==> src/hw/rtl/phdh_pkg.sv <==
// ----------------------------------------------------------------------------
// phdh_pkg
// Shared widths, configuration register codes and helpers for the pair
// displacement histogram.
// ----------------------------------------------------------------------------
package phdh_pkg;

  localparam int GRID_W   = 5;
  localparam int BIN_W    = 4;
  localparam int IDX_W    = 12;
  localparam int SUM_W    = 48;
  localparam int WEIGHT_W = 16;
  localparam int DISP_W   = 24;
  localparam int COEF_W   = 20;
  localparam int ROW_W    = 60;
  localparam int FRAC_W   = 30;
  localparam int PROD_W   = COEF_W + DISP_W;
  localparam int CFG_IDX_W = 3;

  // Configuration register indexes
  localparam logic [CFG_IDX_W-1:0] CFG_GRID_X    = 3'd0;
  localparam logic [CFG_IDX_W-1:0] CFG_GRID_Y    = 3'd1;
  localparam logic [CFG_IDX_W-1:0] CFG_GRID_Z    = 3'd2;
  localparam logic [CFG_IDX_W-1:0] CFG_INV_ROW_X = 3'd3;
  localparam logic [CFG_IDX_W-1:0] CFG_INV_ROW_Y = 3'd4;
  localparam logic [CFG_IDX_W-1:0] CFG_INV_ROW_Z = 3'd5;

  // Effective bin counts per axis, each 1..16
  typedef struct packed {
    logic [GRID_W-1:0] gx;
    logic [GRID_W-1:0] gy;
    logic [GRID_W-1:0] gz;
  } grid_t;

  // Zero acts as one, anything above sixteen as sixteen
  function automatic logic [GRID_W-1:0] eff_grid(input logic [GRID_W-1:0] g);
    logic [GRID_W-1:0] r;
    if (g == '0) begin
      r = 5'd1;
    end else if (g > 5'd16) begin
      r = 5'd16;
    end else begin
      r = g;
    end
    return r;
  endfunction

endpackage

==> src/hw/rtl/phdh_index.sv <==
// ----------------------------------------------------------------------------
// phdh_index
// Maps one displacement to a flat histogram bin: one lattice row per pass
// through three shared multipliers, then wrap, scale and index combine.
// ----------------------------------------------------------------------------
module phdh_index #(
  parameter int DIMS = 3
) (
  input  logic                              clk,
  input  logic                              rst,
  input  logic                              start,
  input  logic signed [phdh_pkg::DISP_W-1:0] disp_x,
  input  logic signed [phdh_pkg::DISP_W-1:0] disp_y,
  input  logic signed [phdh_pkg::DISP_W-1:0] disp_z,
  input  phdh_pkg::grid_t                   grids,
  input  logic [phdh_pkg::ROW_W-1:0]        row_x,
  input  logic [phdh_pkg::ROW_W-1:0]        row_y,
  input  logic [phdh_pkg::ROW_W-1:0]        row_z,
  output logic                              done,
  output logic [phdh_pkg::IDX_W-1:0]        idx
);

  typedef enum logic [2:0] {S_IDLE, S_MUL, S_BIN, S_COMB, S_FINAL} state_t;

  localparam logic [1:0] LAST_AXIS = (DIMS == 2) ? 2'd1 : 2'd2;

  state_t                            state;
  logic [1:0]                        axis;
  logic signed [phdh_pkg::DISP_W-1:0] dx, dy, dz;
  logic [phdh_pkg::FRAC_W-1:0]       prod0, prod1, prod2;
  logic [phdh_pkg::BIN_W-1:0]        bx, by, bz;
  logic [7:0]                        part;

  logic [phdh_pkg::ROW_W-1:0]         row_sel;
  logic [phdh_pkg::GRID_W-1:0]        g_sel;
  logic signed [phdh_pkg::COEF_W-1:0] c0, c1, c2;
  logic signed [phdh_pkg::PROD_W-1:0] p0_full, p1_full, p2_full;
  logic [phdh_pkg::FRAC_W-1:0]        frac;
  logic [34:0]                        scaled;
  logic [phdh_pkg::BIN_W-1:0]         bin_new;
  logic [phdh_pkg::GRID_W-1:0]        gz_use;
  logic [8:0]                         part_sum;
  logic [12:0]                        idx_sum;

  always_comb begin
    case (axis)
      2'd0: begin
        row_sel = row_x;
        g_sel   = grids.gx;
      end
      2'd1: begin
        row_sel = row_y;
        g_sel   = grids.gy;
      end
      2'd2: begin
        row_sel = row_z;
        g_sel   = grids.gz;
      end
      default: begin
        row_sel = '0;
        g_sel   = 5'd1;
      end
    endcase
  end

  assign c0 = row_sel[19:0];
  assign c1 = row_sel[39:20];
  assign c2 = row_sel[59:40];

  assign p0_full = c0 * dx;
  assign p1_full = c1 * dy;
  assign p2_full = c2 * dz;

  // Keeping the low fraction bits of the sum is the floor wrap into [0,1)
  assign frac    = prod0 + prod1 + prod2;
  assign scaled  = 35'(g_sel) * 35'(frac);
  assign bin_new = scaled[33:30];

  assign gz_use   = (DIMS == 2) ? 5'd1 : grids.gz;
  assign part_sum = 9'(bx) * 9'(grids.gy) + 9'(by);
  assign idx_sum  = 13'(part) * 13'(gz_use) + 13'(bz);

  always_ff @(posedge clk) begin
    if (rst) begin
      state <= S_IDLE;
      done  <= 1'b0;
      axis  <= 2'd0;
    end else begin
      done <= (state == S_FINAL);
      case (state)
        S_IDLE: begin
          if (start) begin
            dx    <= disp_x;
            dy    <= disp_y;
            dz    <= (DIMS == 2) ? '0 : disp_z;
            bz    <= '0;
            axis  <= 2'd0;
            state <= S_MUL;
          end
        end
        S_MUL: begin
          prod0 <= p0_full[phdh_pkg::FRAC_W-1:0];
          prod1 <= p1_full[phdh_pkg::FRAC_W-1:0];
          prod2 <= p2_full[phdh_pkg::FRAC_W-1:0];
          state <= S_BIN;
        end
        S_BIN: begin
          case (axis)
            2'd0:    bx <= bin_new;
            2'd1:    by <= bin_new;
            default: bz <= bin_new;
          endcase
          if (axis == LAST_AXIS) begin
            state <= S_COMB;
          end else begin
            axis  <= axis + 2'd1;
            state <= S_MUL;
          end
        end
        S_COMB: begin
          part  <= part_sum[7:0];
          state <= S_FINAL;
        end
        S_FINAL: begin
          idx   <= idx_sum[phdh_pkg::IDX_W-1:0];
          state <= S_IDLE;
        end
        default: state <= S_IDLE;
      endcase
    end
  end

endmodule

==> config.mk <==
export PLATFORM = sky130hd
export DESIGN_NAME = phdh_index
export DESIGN_NICKNAME = d
export VERILOG_FILES = /design/src/hw/rtl/phdh_pkg.sv /design/src/hw/rtl/phdh_index.sv
export SDC_FILE = /design/constraint.sdc
export NUM_CORES = 2
export LEC_CHECK = 0
export BUFFER_PORTS_ARGS = -buffer_cell sky130_fd_sc_hd__clkbuf_2
export CORE_ASPECT_RATIO = 1.2
export CORE_UTILIZATION = 59
export CTS_BUF_LIST = sky130_fd_sc_hd__clkbuf_8
export DETAILED_ROUTE_END_ITERATION = 7
export PLACE_DENSITY = 0.8
export SKIP_CTS_REPAIR_TIMING = 1
export SLEW_MARGIN = 10
export SYNTH_ARGS = -nofsm -noshare
export SYNTH_HDL_FRONTEND = slang
export SYNTH_SLANG_ARGS = --single-unit
==> constraint.sdc <==
create_clock -name clk -period 12.7 [get_ports clk]
set_input_delay 1.905 -clock clk [delete_from_list [all_inputs] [get_ports clk]]
set_output_delay 1.905 -clock clk [all_outputs]
set_load 0.1 [all_outputs]
==> impl_results.md <==
- Detailed-router iteration count before antenna repair: 8
- DRC violation count after routing: 17
- Synth Net Count: 7292
- Failing checks: design-rule violations
- Worst hold path endpoint: part[0]$_DFFE_PP_
- Critical setup path kind: flip-flop to flip-flop
- Routed vias: slightly below 40000
- Worst Skew: roughly 37 ps
- Final routed wire length divided by cell count: 19.6 um
- Die extent in y: 327 um
- Residual antenna-violating net count after detailed routing: 0
- Share of the yosys chip area belonging to registers: between 10% and 20%
- Delay of the slowest critical-path stage: 840 ps
- Top Ports: 283
- Number of buffers inserted during clock tree synthesis: 17
- CTS tree: built
- Worst Max-Slew Pin Slew: 1220 ps
- Critical-path top delay cell: ha_2
- Met2 Track Usage GR: 54.2%
- Depth of the most critical reg-to-reg path: 29
- Routed wire length: approximately 130000 um
- Die X: 273 um
- Net count reported at finish: about 7400
- Synthesized cell area: 0.0520 sq mm
- GR peak layer: met2
- Worst slew margin relative to its limit: 18.3%
- CP required: 13070 ps
- Setup Viol. Count Final: 0
- Commonest non-fill, non-tap cell in the layout: inv_1
- Final sum of negative setup slack: 0 ps
- H-Tree Level Count: 4
- Fraction of layout instances using a drive strength above 1: under 10%
- Routability-driven placement congestion ratio: 0.932
- Initial core utilization: 59.9%
- End-of-flow core utilization: 63.4%
- Post-detailed-placement half-perimeter wirelength: 106000 um
- Hold Startpoint: by[0]$_DFFE_PP_
- Area added between synthesis and finish: 5.69%
- Average vias per placed instance: roughly 5.6
- Gr ovfl total: 0
- Most used cells in the layout excluding fill and tap cells: inv_1, fa_1, and2_1
- Worst setup slack before clock tree synthesis: 3160 ps
- Final hold violation count: 0
- Status: finished, violations left
- First-pass GRT wire length: 219000 um
- Met1 Resource Use GR: 37.9%
- Most used flip-flop cell after synthesis: edfxtp_1
- Post-synth EDFFs: 194
- Crit path top cell by count: fa_1
- Initial antenna violation count: 3
- Final cycle utilization of the critical path: between 70 and 80%
- Worst-skew pair later-pin latency: between 600 and 700 ps
- Share of flip-flops with an asynchronous set or reset after synthesis: 0%
- Number of distinct standard cells referenced by the synthesized netlist: ~70
- Smallest setup slack after layout: between 3000 and 4000 ps
- Clk slew on worst S/H paths: roughly 120 ps
- Row cnt: ~120
- Startpoint kind of the worst setup timing path: flip-flop
- Setup crit end kind: flip-flop
- Synthesis warning total: 0
- Start of the worst register-to-register path: axis[0]$_SDFFE_PP0P_
- Count of clock tree sinks: 200
- All-Layer GR Usage: around a third
- Hold Path Class: flip-flop to flip-flop
- Maximum number of pins on one net before global-route repair: 71
- 1st-iter DRT viols: 2643
- Number of max-cap violations: 0
- Syn_area_per_cell: 9.43 sq um
- Crit path max fanout: 37
- GR met3 Demand/Resource: 5.88%
- Clk Tree Root Cell: clkbuf_8
- Synthesized instance count: 5517
- Floorplan core area: 0.0868 sq mm
- Maximum clock frequency: 108 MHz
- Endpoint arrival time on the critical path: just under 10000 ps
- Number of global-route vias before repair: 42440
- Port bufs: 282
- Die area: 0.0894 sq mm
- R2R Path End: prod1[29]$_DFFE_PP_
- Seq cells post-synth: 200
- Time the final worst path needs with I/O delays and setup: 9250 ps
- Worst Hold Depth: 1
- Register-to-register setup slack: 3450 ps
- Unrepaired setup endpoints after global routing: no
- Final count of pins violating max slew: 0
- Clock Tree Buf Depth: 2
[state kept, by name, indices dropped and copies added (netlist names)]
register / count
prod0: 30
prod1: 30
prod2: 30
dx: 24
dy: 24
dz: 24
idx: 12
part: 8
bx: 4
by: 4
bz: 4
state: 3
axis: 2
done: 1
[layer usage]
layer / vias to the layer above / routed length [um]
met5: - / 45
met4: 2 / 7860
met3: 442 / 10300
met2: 1646 / 66400
met1: 19549 / 48700
li1: 16770 / -
[synthesized netlist by cell type, drive strengths merged (40+ instances only)]
library cell / n / area (sq um)
nor2: 195 / 734
a21o: 47 / 353
edfxtp: 194 / 5830
inv: 1283 / 4820
fa: 1092 / 21900
and2: 744 / 4650
xnor2: 180 / 1580
a222oi: 60 / 601
a21oi: 104 / 524
nand2: 576 / 2160
clkbuf: 208 / 781
o21ai: 47 / 243
nand2b: 40 / 250
xor2: 47 / 419
ha: 413 / 5170
[kinds of logic after synthesis]
group | Yosys count | share of synthesized area (%)
buffers and inverters | 1520 | 11.1
AOI/OAI and AO/OA | 378 | 5.16
adders and majority gates | 1505 | 51.9
DFF | 200 | 11.4
muxes | 4 | 0.0794
xor gates and xnor gates | 227 | 3.84
and+or+nand+nor | 1683 | 16.5
[per-stage QoR]
| step | std cells | instance area, sq um | hold slack [ps] |
|---|---|---|---|
| floorplan | 5517 | 52000 | 499 |
| global placement | 6773 | 54500 | 541 |
| detailed placement | 6773 | 54500 | 539 |
| CTS | 6805 | 55000 | 577 |
| global route | 6807 | 55000 | 588 |
| finish | 6810 | 55000 | 583 |
[worst max-delay path, delay by kind of cell (launching register included)]
family          cells  cell delay [ps]
compound gates      8             1790
xor+xnor            1              130
fa+ha+maj           9             4280
buf+inv             8             1230
flops               1              410
simple gates        3             1110
[how the worst max path moves through the flow]
| stage | startpoint | endpoint | slack (ps) |
|---|---|---|---|
| final | axis[0]$_SDFFE_PP0P_ | prod1[29]$_DFFE_PP_ | 3450 |
| after global routing | axis[0]$_SDFFE_PP0P_ | prod1[29]$_DFFE_PP_ | 2980 |
| after global placement | row_z[25] | prod1[29]$_DFFE_PP_ | 3360 |
| after CTS | axis[0]$_SDFFE_PP0P_ | prod1[29]$_DFFE_PP_ | 3530 |
| after detailed placement | row_z[25] | prod1[29]$_DFFE_PP_ | 3160 |
| after floorplan | rst | prod0[0]$_DFFE_PP_ | 560 |
[cell type report]
class / count / area (sq um)
sequential: 200 / 5950
tap: 1140 / 1430
fill: 6988 / 31800
clock inverter: 15 / 218
multi-input combinational: 3797 / 40400
timing repair buffer: 354 / 1950
antenna: 4 / 10.0
inverter: 1283 / 4820
clock buffer: 17 / 234
Power is left out: the tool's default activity adds up to more than one toggle a clock period on the data nets, which glitch-free logic cannot reach.
